===== src/rtl/iir6_pkg.sv =====
// Shared types, constants and a helper function of the sixth-order IIR bandpass filter.
// Depends on nothing; every other file of the block imports it.
package iir6_pkg;

    localparam int COEF_W           = 32;
    localparam int DELAY_W          = 56;
    localparam int SUM_W            = 58;
    localparam int NUM_TAPS         = 6;
    localparam int NUM_REGS         = 7;
    localparam int REG_IDX_W        = 3;
    localparam int TAP_IDX_W        = 3;
    localparam int SAMPLE_WIDTH_DEF = 16;
    localparam int FRAC_BITS_DEF    = 24;

    localparam logic [TAP_IDX_W-1:0] LAST_TAP = TAP_IDX_W'(NUM_TAPS - 1);

    localparam logic signed [COEF_W-1:0] REG_RESET [NUM_REGS] = '{
        32'sd474987, -32'sd75518173, 32'sd142053889, -32'sd144301180,
        32'sd84213230, -32'sd26809474, 32'sd3584501
    };

    typedef enum logic [2:0] {
        ST_IDLE,
        ST_MUL_GX,
        ST_OUTPUT,
        ST_MUL_AY,
        ST_UPDATE,
        ST_DELIVER
    } iir6_state_t;

    // Numerator pattern 0,-3,0,3,0,-1 applied to g*x for taps b1 to b6.
    function automatic logic signed [SUM_W-1:0] num_term(
        input logic [TAP_IDX_W-1:0] tap,
        input logic signed [SUM_W-1:0] gx
    );
        logic signed [SUM_W-1:0] gx3;
        gx3 = (gx <<< 1) + gx;
        case (tap)
            3'd1:    num_term = -gx3;
            3'd3:    num_term = gx3;
            3'd5:    num_term = -gx;
            default: num_term = '0;
        endcase
    endfunction

endpackage


===== src/rtl/iir6_sermul.sv =====
// Bit-serial signed multiplier: one multiplier bit per cycle, shift and add.
// Depends on iir6_pkg for the coefficient width.
module iir6_sermul
    import iir6_pkg::*;
#(
    parameter int MW = SAMPLE_WIDTH_DEF
) (
    input  logic                        aclk,
    input  logic                        aresetn,
    input  logic                        start,
    input  logic signed [COEF_W-1:0]    mcand,
    input  logic signed [MW-1:0]        mplier,
    output logic                        done,
    output logic signed [COEF_W+MW-1:0] product
);

    localparam int P   = COEF_W + MW;
    localparam int CW  = $clog2(MW);

    logic signed [P-1:0] acc_reg, acc_next;
    logic signed [P-1:0] mc_reg;
    logic [MW-1:0]       mp_reg;
    logic [CW-1:0]       cnt_reg;
    logic                busy_reg;
    logic                done_reg;
    logic                last_bit;

    assign last_bit = (cnt_reg == CW'(MW - 1));

    always_comb begin
        acc_next = acc_reg;
        if (mp_reg[0]) begin
            if (last_bit) begin
                acc_next = acc_reg - mc_reg;
            end else begin
                acc_next = acc_reg + mc_reg;
            end
        end
    end

    always_ff @(posedge aclk) begin
        if (!aresetn) begin
            busy_reg <= 1'b0;
            done_reg <= 1'b0;
            cnt_reg  <= '0;
        end else begin
            done_reg <= 1'b0;
            if (start) begin
                busy_reg <= 1'b1;
                cnt_reg  <= '0;
            end else if (busy_reg) begin
                cnt_reg <= cnt_reg + CW'(1);
                if (last_bit) begin
                    busy_reg <= 1'b0;
                    done_reg <= 1'b1;
                end
            end
        end
    end

    always_ff @(posedge aclk) begin
        if (start) begin
            acc_reg <= '0;
            mc_reg  <= P'(mcand);
            mp_reg  <= mplier;
        end else if (busy_reg) begin
            acc_reg <= acc_next;
            mc_reg  <= mc_reg <<< 1;
            mp_reg  <= mp_reg >> 1;
        end
    end

    assign done    = done_reg;
    assign product = acc_reg;

endmodule


===== src/rtl/iir_bandpass_filter_order6.sv =====
// Top level of the sixth-order IIR bandpass filter, transposed direct form II.
// Depends on iir6_pkg and iir6_sermul.
//
// Each item uses the single bit-serial multiplier, which forms g*x and then a1*y to
// a6*y, one multiplier bit per cycle, with a start and a done strobe for each product,
// and each delay entry is updated in the cycle after its product. A new item is taken
// once the previous result has moved into the output register, which holds it until
// the consumer takes it. Coefficient writes take effect at once.
module iir_bandpass_filter_order6
    import iir6_pkg::*;
#(
    parameter int SAMPLE_WIDTH = SAMPLE_WIDTH_DEF,
    parameter int FRAC_BITS    = FRAC_BITS_DEF
) (
    input  logic                          aclk,
    input  logic                          aresetn,
    input  logic                          cfg_wr_en,
    input  logic [REG_IDX_W-1:0]          cfg_index,
    input  logic [COEF_W-1:0]             cfg_wdata,
    input  logic                          s_valid,
    output logic                          s_ready,
    input  logic signed [SAMPLE_WIDTH-1:0] s_sample_in,
    output logic                          m_valid,
    input  logic                          m_ready,
    output logic signed [SAMPLE_WIDTH-1:0] m_sample_out,
    output logic                          m_saturated
);

    localparam int P = COEF_W + SAMPLE_WIDTH;
    localparam logic signed [SUM_W-1:0] YMAX_W  = (SUM_W'(1) <<< (SAMPLE_WIDTH - 1)) - SUM_W'(1);
    localparam logic signed [SUM_W-1:0] YMIN_W  = -YMAX_W - SUM_W'(1);
    localparam logic signed [SUM_W-1:0] DMAX_W  = (SUM_W'(1) <<< (DELAY_W - 1)) - SUM_W'(1);
    localparam logic signed [SUM_W-1:0] DMIN_W  = -DMAX_W - SUM_W'(1);
    localparam logic signed [SUM_W-1:0] ROUND_W = SUM_W'(1) <<< (FRAC_BITS - 1);

    iir6_state_t state_reg, state_next;

    logic signed [COEF_W-1:0]       coef_reg [NUM_REGS];
    logic signed [DELAY_W-1:0]      dl_reg [NUM_TAPS];
    logic [TAP_IDX_W-1:0]           tap_reg;
    logic signed [SUM_W-1:0]        gx_reg;
    logic signed [SAMPLE_WIDTH-1:0] y_reg;
    logic                           sat_reg;
    logic                           m_valid_reg;
    logic signed [SAMPLE_WIDTH-1:0] m_sample_reg;
    logic                           m_sat_reg;

    logic                           mul_start;
    logic                           mul_done;
    logic signed [COEF_W-1:0]       mul_mcand;
    logic signed [SAMPLE_WIDTH-1:0] mul_mplier;
    logic signed [P-1:0]            mul_product;

    logic signed [SUM_W-1:0]        acc_sum;
    logic signed [SUM_W-1:0]        y_wide;
    logic signed [SAMPLE_WIDTH-1:0] y_clamped;
    logic                           y_sat;
    logic signed [SUM_W-1:0]        next_delay;
    logic signed [SUM_W-1:0]        upd_sum;
    logic signed [DELAY_W-1:0]      upd_clamped;
    logic                           out_free;

    iir6_sermul #(
        .MW(SAMPLE_WIDTH)
    ) u_mul (
        .aclk    (aclk),
        .aresetn (aresetn),
        .start   (mul_start),
        .mcand   (mul_mcand),
        .mplier  (mul_mplier),
        .done    (mul_done),
        .product (mul_product)
    );

    assign out_free = !m_valid_reg || m_ready;

    always_comb begin
        acc_sum = SUM_W'(mul_product) + SUM_W'(dl_reg[0]) + ROUND_W;
        y_wide  = acc_sum >>> FRAC_BITS;
        y_sat   = 1'b0;
        if (y_wide > YMAX_W) begin
            y_clamped = YMAX_W[SAMPLE_WIDTH-1:0];
            y_sat     = 1'b1;
        end else if (y_wide < YMIN_W) begin
            y_clamped = YMIN_W[SAMPLE_WIDTH-1:0];
            y_sat     = 1'b1;
        end else begin
            y_clamped = y_wide[SAMPLE_WIDTH-1:0];
        end
    end

    always_comb begin
        if (tap_reg == LAST_TAP) begin
            next_delay = '0;
        end else begin
            next_delay = SUM_W'(dl_reg[TAP_IDX_W'(tap_reg + TAP_IDX_W'(1))]);
        end
        upd_sum = next_delay + num_term(tap_reg, gx_reg) - SUM_W'(mul_product);
        if (upd_sum > DMAX_W) begin
            upd_clamped = DMAX_W[DELAY_W-1:0];
        end else if (upd_sum < DMIN_W) begin
            upd_clamped = DMIN_W[DELAY_W-1:0];
        end else begin
            upd_clamped = upd_sum[DELAY_W-1:0];
        end
    end

    always_comb begin
        state_next = state_reg;
        unique case (state_reg)
            ST_IDLE: begin
                if (s_valid) begin
                    state_next = ST_MUL_GX;
                end
            end
            ST_MUL_GX: begin
                if (mul_done) begin
                    state_next = ST_OUTPUT;
                end
            end
            ST_OUTPUT: state_next = ST_MUL_AY;
            ST_MUL_AY: begin
                if (mul_done) begin
                    state_next = ST_UPDATE;
                end
            end
            ST_UPDATE: begin
                if (tap_reg == LAST_TAP) begin
                    state_next = ST_DELIVER;
                end else begin
                    state_next = ST_MUL_AY;
                end
            end
            ST_DELIVER: begin
                if (out_free) begin
                    state_next = ST_IDLE;
                end
            end
            default: state_next = ST_IDLE;
        endcase
    end

    always_comb begin
        s_ready    = 1'b0;
        mul_start  = 1'b0;
        mul_mcand  = coef_reg[0];
        mul_mplier = s_sample_in;
        unique case (state_reg)
            ST_IDLE: begin
                s_ready   = 1'b1;
                mul_start = s_valid;
            end
            ST_OUTPUT: begin
                mul_start  = 1'b1;
                mul_mcand  = coef_reg[1];
                mul_mplier = y_clamped;
            end
            ST_UPDATE: begin
                mul_start  = (tap_reg != LAST_TAP);
                mul_mplier = y_reg;
                case (tap_reg)
                    3'd0:    mul_mcand = coef_reg[2];
                    3'd1:    mul_mcand = coef_reg[3];
                    3'd2:    mul_mcand = coef_reg[4];
                    3'd3:    mul_mcand = coef_reg[5];
                    3'd4:    mul_mcand = coef_reg[6];
                    default: mul_mcand = coef_reg[0];
                endcase
            end
            default: begin
                mul_start = 1'b0;
            end
        endcase
    end

    always_ff @(posedge aclk) begin
        if (!aresetn) begin
            state_reg   <= ST_IDLE;
            tap_reg     <= '0;
            m_valid_reg <= 1'b0;
            for (int i = 0; i < NUM_REGS; i++) begin
                coef_reg[i] <= REG_RESET[i];
            end
            for (int i = 0; i < NUM_TAPS; i++) begin
                dl_reg[i] <= '0;
            end
        end else begin
            state_reg <= state_next;
            if (cfg_wr_en && (cfg_index < REG_IDX_W'(NUM_REGS))) begin
                coef_reg[cfg_index] <= cfg_wdata;
            end
            if (state_reg == ST_OUTPUT) begin
                tap_reg <= '0;
            end
            if (state_reg == ST_UPDATE) begin
                dl_reg[tap_reg] <= upd_clamped;
                tap_reg         <= tap_reg + TAP_IDX_W'(1);
            end
            if (state_reg == ST_DELIVER && out_free) begin
                m_valid_reg <= 1'b1;
            end else if (m_ready) begin
                m_valid_reg <= 1'b0;
            end
        end
    end

    always_ff @(posedge aclk) begin
        if (state_reg == ST_OUTPUT) begin
            gx_reg  <= SUM_W'(mul_product);
            y_reg   <= y_clamped;
            sat_reg <= y_sat;
        end
        if (state_reg == ST_DELIVER && out_free) begin
            m_sample_reg <= y_reg;
            m_sat_reg    <= sat_reg;
        end
    end

    assign m_valid      = m_valid_reg;
    assign m_sample_out = m_sample_reg;
    assign m_saturated  = m_sat_reg;

    a_one_item: assert property (@(posedge aclk) disable iff (!aresetn)
        (s_valid && s_ready) |=> !s_ready)
        else $error("A second item was accepted while one was in flight.");

    a_sat_limit: assert property (@(posedge aclk) disable iff (!aresetn)
        (m_valid && m_saturated) |->
            (m_sample_out == YMAX_W[SAMPLE_WIDTH-1:0] ||
             m_sample_out == YMIN_W[SAMPLE_WIDTH-1:0]))
        else $error("Saturation flag set on a sample that is not a range limit.");

    a_mul_phase: assert property (@(posedge aclk) disable iff (!aresetn)
        mul_done |-> (state_reg == ST_MUL_GX || state_reg == ST_MUL_AY))
        else $error("Multiplier finished outside a multiply phase.");

endmodule


===== config.mk =====
export PLATFORM = sky130hd
export DESIGN_NAME = iir_bandpass_filter_order6
export DESIGN_NICKNAME = d
export VERILOG_FILES = /design/src/rtl/iir6_pkg.sv /design/src/rtl/iir6_sermul.sv /design/src/rtl/iir_bandpass_filter_order6.sv
export SDC_FILE = /design/constraint.sdc
export NUM_CORES = 2
export LEC_CHECK = 0
export BUFFER_PORTS_ARGS = -buffer_cell sky130_fd_sc_hd__buf_4
export CORE_AREA = 2 2 423 383
export DETAILED_ROUTE_END_ITERATION = 7
export DIE_AREA = 0 0 425 385
export GPL_TIMING_DRIVEN = 1
export HOLD_SLACK_MARGIN = 0.15
export MAX_ROUTING_LAYER = met4
export PLACE_DENSITY_LB_ADDON = 0.12
export SKIP_LAST_GASP = 1
export SLEW_MARGIN = 10
export SYNTH_ARGS = -nofsm -noshare
export SYNTH_HDL_FRONTEND = slang
export SYNTH_SLANG_ARGS = --single-unit

===== constraint.sdc =====
create_clock -name aclk -period 10.88 [get_ports aclk]
set_input_delay 0 -clock aclk [delete_from_list [all_inputs] [get_ports aclk]]
set_output_delay 0 -clock aclk [all_outputs]
set_load 0.02 [all_outputs]

# After elaboration in Yosys (flattened, before gate mapping)
# Memories as Yosys holds them, arrays and structs flattened.
# Index checks and enable logic that the tools add are counted.
[word_totals] ram_bits=560 mem_count=2 inputBits=56 out_inout_bits=19 ff_bits=207
[memory_table] name="dl_reg" words=6 width=56 read_ports=2 rd_ports_with_merged_regs=0 write_ports=6 line="iir_bandpass_filter_order6.sv:39" text="logic signed [DELAY_W-1:0] dl_reg [NUM_TAPS];"
[memory_table] name="coef_reg" words=7 width=32 read_ports=7 rd_ports_with_merged_regs=0 write_ports=7 line="iir_bandpass_filter_order6.sv:38" text="logic signed [COEF_W-1:0] coef_reg [NUM_REGS];"
[op_classes] n_mux=44 reduce_logical=15 add_sub_neg=11 n_lt_le_gt_ge=5 n_eq_ne=16 bitwise=2
[ops] cell="$pmux 58 s3" n=1
[ops] cell="$mux 56" n=3
[ops] cell="$pmux 32 s5" n=1
[ops] cell="$mux 48" n=3
[ops] cell="$mux 16" n=4
[ops] cell="$pmux 32 s2" n=1
[ops] cell="$add 57x25->58 const B" n=1
[ops] cell="$add 58x58->58" n=1
[ops] cell="$gt 58x56->1 const B" n=1
[ops] cell="$lt 58x56->1 const B" n=1
[ops] cell="$mux 58" n=1
[ops] cell="$neg 48->58" n=1
[ops] cell="$neg 50->58" n=1
[ops] cell="$sub 58x48->58" n=1
[ops] cell="$add 48x56->57" n=1
[ops] cell="$reduce_or 56->1" n=1
[ops] cell="$add 49x48->50" n=1
[ops] cell="$add 48x48->48" n=1
[ops] cell="$sub 48x48->48" n=1
[ops] cell="$gt 34x16->1 const B" n=1
[ops] cell="$lt 34x16->1 const B" n=1
[ops] cell="$mux 32" n=1
[ops] cell="$pmux 16 s2" n=1
[ops] cell="$reduce_or 32->1" n=1
[ops] cell="24 further kinds" n=62

# Logic depth before layout (Yosys ltp)
[depth] ltp_word=9 ltp_mapped=34

# Modules after synthesis
# A second synthesis with hierarchy kept.
[unflattened] hier_cells=5340 hier_area_um2=56165.1
[modules_own_cells] mod="iir_bandpass_filter_order6" area_per_inst_um2=47907.2 cells_each=4413 n_inst=1
[modules_own_cells] mod="iir6_sermul" area_per_inst_um2=8257.9 cells_each=927 n_inst=1

# Worst setup path before layout
# No wires, ideal clock.
[synth_path] kind="register to register" startpoint="register gx_reg[17]" endpoint="memory dl_reg[5][26] (data pin)" period_less_slack_ps=7885 arrival_time_ps=7600 path_slack_ps=2995 setup_ps=285 path_stages_with_launch=33 path_buffers=3 cell_sequence="edfxtp_1 inv_1 ha_1 clkbuf_1 nand4_1 or3_1 nand3b_1 o211ai_4 nor2_2 xor2_1 or4b_4 or3_1 or3_1 nor3_1 xnor2_1 a222oi_1 fa_1 inv_1 ha_1 a21o_1 a21o_1 a21oi_1 nand2_1 o41ai_1 a21oi_1 nor4b_1 o22ai_1 nand4_1 a211oi_2 nor2_1 clkbuf_1 clkbuf_1 o21ai_0"
[synth_rtl] item="start: declaration" line="iir_bandpass_filter_order6.sv:41" text="logic signed [SUM_W-1:0] gx_reg;"
[synth_rtl] item="start signal: assignment" line="iir_bandpass_filter_order6.sv:209" text="gx_reg <= SUM_W'(mul_product);"
[synth_rtl] item="end: declaration" line="iir_bandpass_filter_order6.sv:39"

==> impl_metrics.csv <==
group,metric,value,unit
status,outcome,"complete, no violations",
min_path,worstHoldPathType,"primary input to register",
global_routing,antenna_found_initial,4,
clocking,clk_pin_slew_worst_paths,0.06,ns
synth,synth_cell_types,102,
detailed_routing,ant_nets,0,
cells_and_area,fillerInstances,15509,
global_routing,met2_usage,35.66,%
global_routing,grt_util_all_layers,23.41,%
synth,synthArstFlopShare,0,%
detailed_routing,drt-initial-drc-count,4067,
clocking,numCtsBuffers,100,
timing,relSlewSlack,19.67,%
cells_and_area,fin_nets,5654,
cells_and_area,drive_gt1_share,10.57,%
timing,hold_viol,0,
clocking,clk_latency,0.72,ns
timing,fmax,98.79,MHz
placed_design,postPlaceCellArea,58230,sq um
cells_and_area,seq_area,25470,sq um
synth,synth_cells,5194,
clocking,ctsHtreeMaxLevel,3,
worst_setup_path,worstPathArrival,10.54,ns
detailed_routing,viasPerCell,5.727,
synth,ys.flop_type,"edfxtp_1",
worst_setup_path,worst-path-buf-inv,3,
timing,fin_tns_setup,0,ns
synth,ys_warn_count,0,
cells_and_area,multiInputGateArea,27940,sq um
clocking,cts_buffer_depth,3,
synth,syn_avg_cell_area,10.66,sq um
cells_and_area,finalInstanceArea,62340,sq um
detailed_routing,drtPass1Iterations,8,
placed_design,numPortBuffers,74,
timing,fin_crit,10.12,ns
global_routing,groute.layer.met3.usage,3.420,%
synth,ys_seq_elements,879,
global_routing,grt_max_degree,118,
placed_design,gp_congestion,0.9491,
die,die_w,425,um
worst_setup_path,critical-path-slowest-cell,"nor4_1",
cells_and_area,largest_reg_flops,448,
synth,synth_fp_nets,5627,
worst_setup_path,cpMostUsedCell,"a21oi_1",
detailed_routing,finalWirelength,188.6,mm
timing,finalMaxSlewViolations,0,
die,start_util,34.83,%
worst_setup_path,crit_fanout,27,
clocking,clock-sinks,879,
global_routing,grt_pass1_wl,280.0,mm
worst_setup_path,cp_data_required_time,11.29,ns
power_and_ir_drop,finalPower,9.569,mW
clocking,ctsRootBufferMaster,"clkbuf_16",
timing,setup_viol,0,
worst_setup_path,crit_type,"register to register",
worst_setup_path,crit_path_start_kind,"register",
global_routing,use_met1,33.22,%
synth,seq_area_frac_synth,46.00,%
detailed_routing,vias,42461,
detailed_routing,wl_per_cell,25.43,um
synth,netlist_area,55360,sq um
worst_setup_path,crit_family,"simple AND/OR/NAND/NOR gates",
die,core,159000,sq um
timing,whs,0.2049,ns
timing,timing.final.crit_share,93.03,%
detailed_routing,drcViolationCount,0,
job,cap_violations,0,
die,die_h,385,um
die,rows,139,
timing,grt_setup_unrepaired,"false",
global_routing,overflow,0,
cells_and_area,area_delta_synth_final,12.61,%
timing,tightest_slew,1.195,ns
worst_setup_path,slowest_delay,0.69,ns
power_and_ir_drop,vdd_ir_drop_max,0.1740,mV
global_routing,busiest_layer,"met2",
power_and_ir_drop,p_leak,23.26,nW
die,dieArea,163600,sq um
synth,synth-edff-count,786,
global_routing,grt_pass1_vias,41812,
clocking,tritoncts,"yes",
die,io_pins,75,
worst_setup_path,critPathCaptureType,"register",
timing,finalClockSkew,0.02985,ns
placed_design,dp_hpwl,131.9,mm
power_and_ir_drop,power_density,153.5,nW/um^2
[cells by family after synthesis]
kind of cell	share of synthesized area, %
xor gates and xnor gates	4.493
DFF	46.00
muxes	5.953
AOI/OAI and AO/OA	18.06
and+or+nand+nor	12.11
adders and majority gates	9.320
buffers and inverters	4.068
[routing by layer]
metal	wire length (um)	vias to the layer above
met2	84190	1245
met4	3393	0
met5	0	-
met3	11230	184
li1	-	19758
met1	89760	21274
[path summary, 6_finish.rpt]
kind                  from               to  slack [ns]  cells after the start
max              gx_reg[0]    dl_reg[0][29]        0.76                     31
min          cfg_wdata[25]  coef_reg[5][25]        0.20                      4
max reg2reg      gx_reg[0]    dl_reg[0][29]        0.76                     31
min reg2reg        sat_reg      m_saturated        0.42                      0
[worst reg2reg max path, delay by kind of cell (launching register included)]
kind,cells,cell delay [ns]
AND/OR/NAND/NOR,10,3.78
AO/OA/AOI/OAI,13,3.48
adder cells (fa/ha/maj),4,1.45
buffers and inverters,3,0.57
flip-flops,1,0.44
XOR/XNOR,1,0.09
[layout make-up]
type | instances | share of cell area (%)
tap | 2115 | 4.245
antenna | 3 | 0.01204
clock buffer | 130 | 4.295
timing repair buffer | 252 | 3.464
multi-input combinational | 3731 | 44.82
sequential | 879 | 40.85
inverter | 257 | 1.551
clock inverter | 47 | 0.7586
[synth_stat cells (all sizes together), types with 47 or more instances]
library cell | number | area share [%]
edfxtp | 786 | 43
nand2 | 517 | 3.5
nor2 | 338 | 2.3
a21oi | 318 | 2.9
ha | 318 | 7.2
o21ai | 306 | 2.8
clkbuf | 266 | 1.8
inv | 255 | 1.7
o31ai | 234 | 3.2
xnor2 | 181 | 2.9
a21o | 136 | 1.8
mux4 | 112 | 4.6
nand3 | 104 | 0.95
xor2 | 103 | 1.6
dfxtp | 93 | 3.4
nor3 | 88 | 0.82
a222oi | 80 | 1.4
nand4 | 64 | 0.73
buf | 62 | 0.52
fa | 59 | 2.1
mux2 | 58 | 1.2
a211oi | 56 | 0.83
and2 | 47 | 0.53
[cell usage in the layout, fill, tap and decap left out, types with 22 or more instances in the layout]
master / n
edfxtp_1: 786
nand2_1: 508
nor2_1: 331
a21oi_1: 316
ha_1: 316
o21ai_0: 269
inv_1: 255
o31ai_1: 231
xnor2_1: 181
buf_4: 157
a21o_1: 136
mux4_2: 112
xor2_1: 103
clkbuf_16: 102
nand3_1: 98
dlygate4sd3_1: 92
dfxtp_1: 91
nor3_1: 85
a222oi_1: 80
nand4_1: 63
fa_1: 59
mux2_2: 58
a211oi_1: 51
a22oi_1: 45
and2_1: 44
nand2b_1: 44
and3_1: 43
nor2b_1: 33
a31oi_1: 33
o21ai_1: 32
or3_1: 31
a21boi_0: 29
o21a_1: 26
clkbuf_1: 26
a221oi_1: 24
o21bai_1: 23
and4_1: 23
nor4_1: 22
[report_power, final]
part	total [mW]	leakage [nW]	internal [mW]	switching [mW]
Sequential	4.00	8.25	3.84	0.158
Clock	3.32	1.55	1.92	1.40
Combinational	2.25	13.5	0.699	1.55
[metrics by stage]
stage          utilization (%)  setup slack (ns)  std cells
2_1_floorplan                -             2.995       5194
3_3_place_gp             36.63             1.152       7141
3_5_place_dp             36.63             1.058       7141
4_1_cts                  39.20            0.9648       7410
5_1_grt                  39.21          0.003073       7411
6_report                 39.22            0.7580       7414
[what timing repair did]
| action | 4_1_cts | 5_1_grt |
|---|---|---|
| endpoints found under the hold margin | 337 | 0 |
| hold buffers | 92 | 0 |
| endpoints found under the setup margin | 0 | 33 |
| setup buffers | 0 | 0 |
| gates resized for setup | 0 | 2 |
Power figures use the tool's default switching activity.
